### src/rtl/egg_drop_min_trials_assert.svh
// Assertion macros shared by the egg drop trial modules.
`ifndef EGG_DROP_MIN_TRIALS_ASSERT_SVH
`define EGG_DROP_MIN_TRIALS_ASSERT_SVH

// Check an implication on every clock edge outside reset.
`define EDMT_ASSERT_IMP(lbl, ante, cons, msg) \
  lbl: assert property (@(posedge clk_i) disable iff (!rst_ni) (ante) |-> (cons)) \
    else $error(msg);

// Check an implication in the cycle after the antecedent, outside reset.
`define EDMT_ASSERT_NEXT(lbl, ante, cons, msg) \
  lbl: assert property (@(posedge clk_i) disable iff (!rst_ni) (ante) |=> (cons)) \
    else $error(msg);

`endif

### src/rtl/edmt_pkg.sv
// Shared types and constants of the egg drop trial block.
package edmt_pkg;

  localparam int FLOORS_W = 8;
  localparam int EGGS_W   = 5;
  localparam int TRIALS_W = 8;

  // Datapath operations issued by the controller, one per cycle.
  typedef enum logic [3:0] {
    OP_NONE,
    OP_LOAD,
    OP_ROW0,
    OP_ROW1,
    OP_COL,
    OP_CELL_RD,
    OP_CELL_WR,
    OP_RES_RD,
    OP_OUT
  } edmt_op_e;

  // Controller states.
  typedef enum logic [3:0] {
    ST_IDLE,
    ST_ROW0,
    ST_ROW1,
    ST_COL,
    ST_CELL_RD,
    ST_CELL_WR,
    ST_RES_RD,
    ST_RESULT
  } edmt_state_e;

  // Datapath status seen by the controller.
  typedef struct packed {
    logic last_j;
    logic last_i;
    logic last_x;
    logic f_ge1;
    logic f_ge2;
    logic e_ge2;
    logic out_free;
  } edmt_sts_t;

endpackage

### src/rtl/edmt_ctrl.sv
// Sequencer of the table fill, one query at a time.
module edmt_ctrl (
  input  logic               clk_i,
  input  logic               rst_ni,
  input  logic               in_valid_i,
  output logic               in_stall_o,
  input  edmt_pkg::edmt_sts_t sts_i,
  output edmt_pkg::edmt_op_e  op_o
);

  edmt_pkg::edmt_state_e state_q, state_d;

  // State register
  always_ff @(posedge clk_i or negedge rst_ni) begin
    if (!rst_ni) begin
      state_q <= edmt_pkg::ST_IDLE;
    end else begin
      state_q <= state_d;
    end
  end

  // Next state and datapath operation
  always_comb begin
    state_d = state_q;
    op_o    = edmt_pkg::OP_NONE;
    unique case (state_q)
      edmt_pkg::ST_IDLE: begin
        if (in_valid_i) begin
          op_o    = edmt_pkg::OP_LOAD;
          state_d = edmt_pkg::ST_ROW0;
        end
      end
      edmt_pkg::ST_ROW0: begin
        op_o = edmt_pkg::OP_ROW0;
        if (sts_i.last_j) begin
          state_d = sts_i.f_ge1 ? edmt_pkg::ST_ROW1 : edmt_pkg::ST_COL;
        end
      end
      edmt_pkg::ST_ROW1: begin
        op_o = edmt_pkg::OP_ROW1;
        if (sts_i.last_j) begin
          state_d = edmt_pkg::ST_COL;
        end
      end
      edmt_pkg::ST_COL: begin
        op_o = edmt_pkg::OP_COL;
        if (sts_i.last_i) begin
          state_d = (sts_i.f_ge2 && sts_i.e_ge2) ? edmt_pkg::ST_CELL_RD
                                                  : edmt_pkg::ST_RES_RD;
        end
      end
      edmt_pkg::ST_CELL_RD: begin
        op_o = edmt_pkg::OP_CELL_RD;
        if (sts_i.last_x) begin
          state_d = edmt_pkg::ST_CELL_WR;
        end
      end
      edmt_pkg::ST_CELL_WR: begin
        op_o    = edmt_pkg::OP_CELL_WR;
        state_d = (sts_i.last_j && sts_i.last_i) ? edmt_pkg::ST_RES_RD
                                                 : edmt_pkg::ST_CELL_RD;
      end
      edmt_pkg::ST_RES_RD: begin
        op_o    = edmt_pkg::OP_RES_RD;
        state_d = edmt_pkg::ST_RESULT;
      end
      edmt_pkg::ST_RESULT: begin
        if (sts_i.out_free) begin
          op_o    = edmt_pkg::OP_OUT;
          state_d = edmt_pkg::ST_IDLE;
        end
      end
      default: begin
        state_d = edmt_pkg::ST_IDLE;
      end
    endcase
  end

  // Take a new query only between queries
  assign in_stall_o = (state_q != edmt_pkg::ST_IDLE);

`include "egg_drop_min_trials_assert.svh"

  `EDMT_ASSERT_IMP(a_out_only_when_free, op_o == edmt_pkg::OP_OUT, sts_i.out_free, "result loaded into busy output")
  `EDMT_ASSERT_IMP(a_cells_need_two_rows, state_q == edmt_pkg::ST_CELL_RD, sts_i.f_ge2 && sts_i.e_ge2, "cell pass without inner entries")
  `EDMT_ASSERT_NEXT(a_load_starts_fill, op_o == edmt_pkg::OP_LOAD, state_q == edmt_pkg::ST_ROW0, "query load did not start the fill")

endmodule

### config.mk
export PLATFORM = sky130hd
export DESIGN_NAME = edmt_ctrl
export DESIGN_NICKNAME = d
export VERILOG_FILES = /design/src/rtl/edmt_pkg.sv /design/src/rtl/edmt_ctrl.sv
export VERILOG_INCLUDE_DIRS = /design/src /design/src/rtl
export SDC_FILE = /design/constraint.sdc
export NUM_CORES = 1
export LEC_CHECK = 0
export ABC_AREA = 0
export BUFFER_PORTS_ARGS = -buffer_cell sky130_fd_sc_hd__buf_2
export CAP_MARGIN = 30
export CORE_AREA = 2 2 39 41
export DETAILED_ROUTE_END_ITERATION = 7
export DIE_AREA = 0 0 41 43
export GPL_TIMING_DRIVEN = 0
export PLACE_DENSITY = 0.47
export SKIP_CTS_REPAIR_TIMING = 1
export SLEW_MARGIN = 25
export SYNTH_ARGS = -nofsm -noshare
export SYNTH_HDL_FRONTEND = slang
export SYNTH_SLANG_ARGS = --single-unit
### constraint.sdc
create_clock -name clk_i -period 4.76 [get_ports clk_i]
set_input_delay 0.476 -clock clk_i [delete_from_list [all_inputs] [get_ports clk_i]]
set_output_delay 0.476 -clock clk_i [all_outputs]
set_load 0.005 [all_outputs]
==> results of run 1 <==
==> cells by family after synthesis <==
kind of cell / share of synthesized area
compound gates: 0.158
buf+inv: 0.0625
fa+ha+maj: 0.167
mux: 0.150
flops: 0.250
simple gates: 0.212
==> report_power, final <==
group          internal [uW]  total (uW)  leakage (uW)  switching [uW]
registers               40.1        49.5     0.0000362            9.47
logic                   98.0         190      0.000169            92.5
clock network           31.4        44.3     0.0000150            12.9
total                    169         284      0.000220             115
==> area by class of cell <==
cell class / count / area, um^2
Inverter: 2 / 7.51
Sequential cell: 3 / 75.1
Tap cell: 16 / 20.0
Clock buffer: 4 / 26.3
Buffer: 1 / 11.3
Timing Repair Buffer: 14 / 70.1
Multi-Input combinational cell: 26 / 206
Fill cell: 151 / 967
==> cell usage in the layout (no fill, tap or decap) <==
| cell | netlist | layout |
|---|---|---|
| buf_2 | 0 | 14 |
| nand2_1 | 5 | 5 |
| ha_1 | 4 | 4 |
| mux2i_1 | 3 | 3 |
| clkbuf_4 | 0 | 3 |
| dfrtp_1 | 3 | 3 |
| inv_1 | 2 | 2 |
| nand2b_1 | 2 | 2 |
| buf_6 | 1 | 1 |
| and3_2 | 1 | 1 |
| nand2b_2 | 1 | 1 |
| o31ai_1 | 1 | 1 |
| o21ai_0 | 1 | 1 |
| nor3b_1 | 1 | 1 |
| nor3_1 | 1 | 1 |
| nor2_1 | 1 | 1 |
| o32a_1 | 1 | 1 |
| o211ai_2 | 1 | 1 |
| mux2_4 | 1 | 1 |
| a21oi_1 | 1 | 1 |
| a211oi_1 | 1 | 1 |
| clkbuf_1 | 0 | 1 |
==> metrics by stage <==
| step | instances | utilization | setup WS [ps] | hold WS (ps) |
|---|---|---|---|---|
| 3_3_place_gp | 62 | 0.282 | 3040 | 275 |
| 3_5_place_dp | 62 | 0.282 | 3060 | 277 |
| 5_1_grt | 66 | 0.301 | 2710 | 23.2 |
| 4_1_cts | 66 | 0.301 | 2810 | 25.3 |
| 6_report | 66 | 0.301 | 2850 | 30.0 |
| 2_1_floorplan | 32 | - | 3190 | 180 |
==> routing by layer <==
layer	routed length, um	share of wire	track usage
met1	284	0.45	0.0968
met4	0	0	0.0200
met3	50	0.079	0.0628
met2	295	0.47	0.109
met5	0	0	0
==> how the worst min path moves through the flow <==
stage	to	slack (ps)
2_1_floorplan	state_q[0]	180
4_1_cts	state_q[0]	30
3_3_place_gp	state_q[2]	280
3_5_place_dp	state_q[2]	280
5_1_grt	state_q[0]	20
6_report	state_q[2]	30
==> metrics.cfg, run 1 <==
[status]
status = finished clean

[yosys]
synth_cells = 32
yosys.cell_count.top_type = nand2_1
synth_nets = 46
ys_types = 19
synth.avg_cell_area_um2 = 9.38
yosysTopAreaCell = dfrtp_1
synth_edf_count = 0
yosysTopAreaCellShare = 0.250
yosysSeqAreaShare = 0.250
synth_common_cells = nand2_1, ha_1, dfrtp_1, mux2i_1
ys_ff_latch = 3
async_reset_ff_frac = 1.00
synth_top_flop_cell = dfrtp_1
synth_area_leaders = dfrtp_1, ha_1, mux2i_1
ys_warn_count = 0
syn_area_um2 = 300

[worst_setup_path]
cp-startpoint = state_q[0]
cp.depth = 5
cp_cell_sequence = inv_1, ha_1, o31ai_1, nand2_1, buf_2
r2r_end = state_q[2]
r2r_setup_slack_ps = 3090
path_delay_family = flip-flops
cp-end-kind = output pin
crit_buf_inv = 2
crit_required_ps = 4280
slowest_stage = dfrtp_1
critPathMaxFanout = 5
worstSetupPathType = reg -> out
worstRegToRegCells = 6
cpPeakStageDelay_ps = 370
cp-endpoint = op_o[2]
cp.arrival_ps = 1440
rr_startpoint = state_q[0]
cp-start-kind = flop

[route]
vias = 282
dr.pass1.iters = 2
drcViolationCount = 0
wl_per_cell_um = 9.55
postRouteAntennaNets = 0
first_iter_violations = 3
viasPerCell = 4.27
routed_wl_um = 630

[cells_and_area]
finalNetCount = 65
num_antenna_cells = 0
top_register = state_q
reg_top3 = state_q: 3 flops
final_cell_area_um2 = 417
drive_gt1_frac = 0.440
syn_to_final_growth_pct = 38.8
largest_reg_flops = 3

[sta]
clock_skew_ps = 1.71
period_share = 0.402
fmax_ghz = 0.523
relSlewSlack = 0.816
rsz0062_at_grt = no
fin_tns_setup_ps = 0
final-setup-viol-count = 0
worstMarginPinSlew_ps = 276
hold_viol_final = 0
fin_crit_ps = 1910
slew_viol_final = 0

[clock_network]
cts_root_buf = clkbuf_4
clockBufferDepth = 2
cts.sinks = 3
path_clk_slew_ps = 40
cts_tree = built
cts_max_level = 1
numCtsBuffers = 3
clk_latency_ps = 230

[grt]
grt_use_total = 0.0804
antenna_found_initial = 0
grt_pass1_vias = 242
grt_pass1_wl_um = 924
grt_max_degree = 11
grt-ovfl-total = 0

[placed_design]
io_buffers = 14
dpl_cell_area_um2 = 390
routabilityCongestion = 0.614

[die]
chipHeight_um = 43
io-pin-count = 15
rows = 14
die-area_um2 = 1760
die_x_um = 41
core-area_um2 = 1380
start_util = 0.217

[pwr]
ir_drop_mv = 0.170
p_leak_uw = 0.000220
fin_total_pwr_uw = 284
p_per_area_nw_per_um2 = 682

[min_path]
min_path_type = in -> async

[job]
max_cap_violations = 0

Power figures use the tool's default switching activity.
==> run 2, diff against run 1 <==
- ABC_AREA: 0 -> 1
- PLACE_DENSITY: 0.47 -> 0.51
- clock period: 4.76 -> 1.6 ns (I/O delays scaled with it)
==> run 2 against run 1 <==
Global-route usage increased by 1.0 points. Utilization increased by 4.2 points. Largest power group unchanged. Clock skew increased by 0.84 ps. Flip-flop and latch count unchanged. Sequential power increased to 3.6 times the previous value. Power increased to 3.1 times the previous value. Die area unchanged. First-iteration DRC count increased by 67%. Critical path depth increased by 1.
==> metrics.cfg, run 2 <==
[status]
status = finished clean

[sta]
relSlewSlack = 0.769
slew_viol_final = 0
worstMarginPinSlew_ps = 345
fmax_ghz = 0.672
clock_skew_ps = 2.55
rsz0062_at_grt = no
fin_tns_setup_ps = 0
hold_viol_final = 0
finalHoldWorstSlack_ps = 250
final-setup-viol-count = 0
period_share = 0.931
fin_crit_ps = 1490
setup_slack_ps = 111

[die]
chipHeight_um = 43
die_x_um = 41
io-pin-count = 15
start_util = 0.232
rows = 14
die-area_um2 = 1760
core-area_um2 = 1380

[pwr]
p_per_area_nw_per_um2 = 1850
p_leak_uw = 0.000269
ir_drop_mv = 0.762

[grt]
grt_max_degree = 9
grt_use_total = 0.0906
grt_pass1_wl_um = 1100
grt_pass1_vias = 309
grt-ovfl-total = 0
antenna_found_initial = 0

[yosys]
synth_edf_count = 0
synth_nets = 66
yosys.cell_count.top_type = nand2_1
async_reset_ff_frac = 1.00
ys_types = 14
synth_common_cells = nand2_1, inv_1, nand3_1
yosysSeqAreaShare = 0.233
synth.avg_cell_area_um2 = 6.18
synth_top_family_by_area = simple AND/OR/NAND/NOR gates
yosys.area_share.simple = 0.424
ys_ff_latch = 3
synth_cells = 52
synthMuxAreaShare = 0
synth_top_flop_cell = dfrtp_1
synth_fa_ha_area_frac = 0.156
synth_area_leaders = dfrtp_1, nand2_1, ha_1
yosysTopAreaCellShare = 0.233
syn_area_um2 = 322
yosysTopAreaCell = dfrtp_1
synth_xor_area_frac = 0
ys_warn_count = 0
synth-compound-area-share = 0.0700

[clock_network]
cts_max_level = 1
clockBufferDepth = 2
numCtsBuffers = 3
path_clk_slew_ps = 40
cts_tree = built
cts_root_buf = clkbuf_4
clk_latency_ps = 230
cts.sinks = 3

[placed_design]
dpl_cell_area_um2 = 412
place_ws_ps = 220
routabilityCongestion = 0.718
hpwl_um = 560
dp.cells = 82
io_buffers = 14

[cells_and_area]
num_antenna_cells = 0
layout_common_cells = nand2_1, buf_2, inv_1
multi_input_area_um2 = 235
top_register = state_q
fillCellCount = 167
largest_reg_flops = 3
reg_top3 = state_q: 3 flops
syn_to_final_growth_pct = 47.9
finalNetCount = 86
layout_commonest_cell = nand2_1
final_cell_area_um2 = 475
instances_no_fill = 87
seq_area_um2 = 76.3
drive_gt1_frac = 0.394

[worst_setup_path]
critPathMaxFanout = 4
worstSetupPathType = reg -> out
crit_required_ps = 1440
cp-start-kind = flop
cp.arrival_ps = 1330
cp-end-kind = output pin

[route]
postRouteAntennaNets = 0
drcViolationCount = 0
vias = 354
routed_wl_um = 673
viasPerCell = 4.07
dr.pass1.iters = 3
first_iter_violations = 5
wl_per_cell_um = 7.74

[min_path]
min_path_type = in -> async

[job]
max_cap_violations = 0

[run 2: cells by family after synthesis]
kind of cell	count (synthesis)
and+or+nand+nor	31
AOI/OAI and AO/OA	4
DFF	3
buffers and inverters	10
adders and majority gates	4
[run 2: final cells by class]
type	count	share of cell area
inverter	10	0.0789
clock buffer	4	0.0553
timing repair buffer	15	0.168
sequential	3	0.161
tap	16	0.0421
multi-input combinational	39	0.495
[run 2: final timing paths]
check | from | endpoint | slack [ps] | depth (start not counted)
setup / recovery | state_q[0] | op_o[2] | 110 | 6
hold reg to reg | state_q[0] | state_q[0] | 540 | 2
min in group clk_i | sts_i[3] | state_q[0] | 250 | 4
setup reg to reg | state_q[0] | state_q[0] | 250 | 6
hold / removal | rst_ni | state_q[2] | 250 | 2
max in group asynchronous | rst_ni | state_q[0] | 1230 | 2
[run 2: report_power, final]
part           internal (uW)  leakage [uW]  switching (uW)  total (uW)
combinational            252      0.000218             319         571
sequential               120     0.0000359            55.8         176
clock                   93.3     0.0000150            37.3         131
[run 2: stage by stage]
| stage | power, uW | utilization |
|---|---|---|
| after global routing | 1000 | 0.344 |
| final | 877 | 0.344 |
| after detailed placement | 690 | 0.297 |
| after global placement | 691 | 0.297 |
| after CTS | 833 | 0.316 |
| after floorplan | 531 | - |
[run 2: critical path, stage by stage, from the launching register on]
cell	delay, ps
dfrtp_2	430
ha_2	210
inv_1	80
nor2_1	50
nor2_1	140
o21ai_2	80
buf_2	120
[run 2: layer usage]
metal / global-route usage / up-vias / wire, um / share of wire
li1: - / 201 / - / -
met1: 0.120 / 146 / 321 / 0.48
met2: 0.128 / 7 / 318 / 0.47
met3: 0.0157 / 0 / 33 / 0.049
met4: 0.0600 / 0 / 0 / 0
met5: 0 / - / 0 / 0
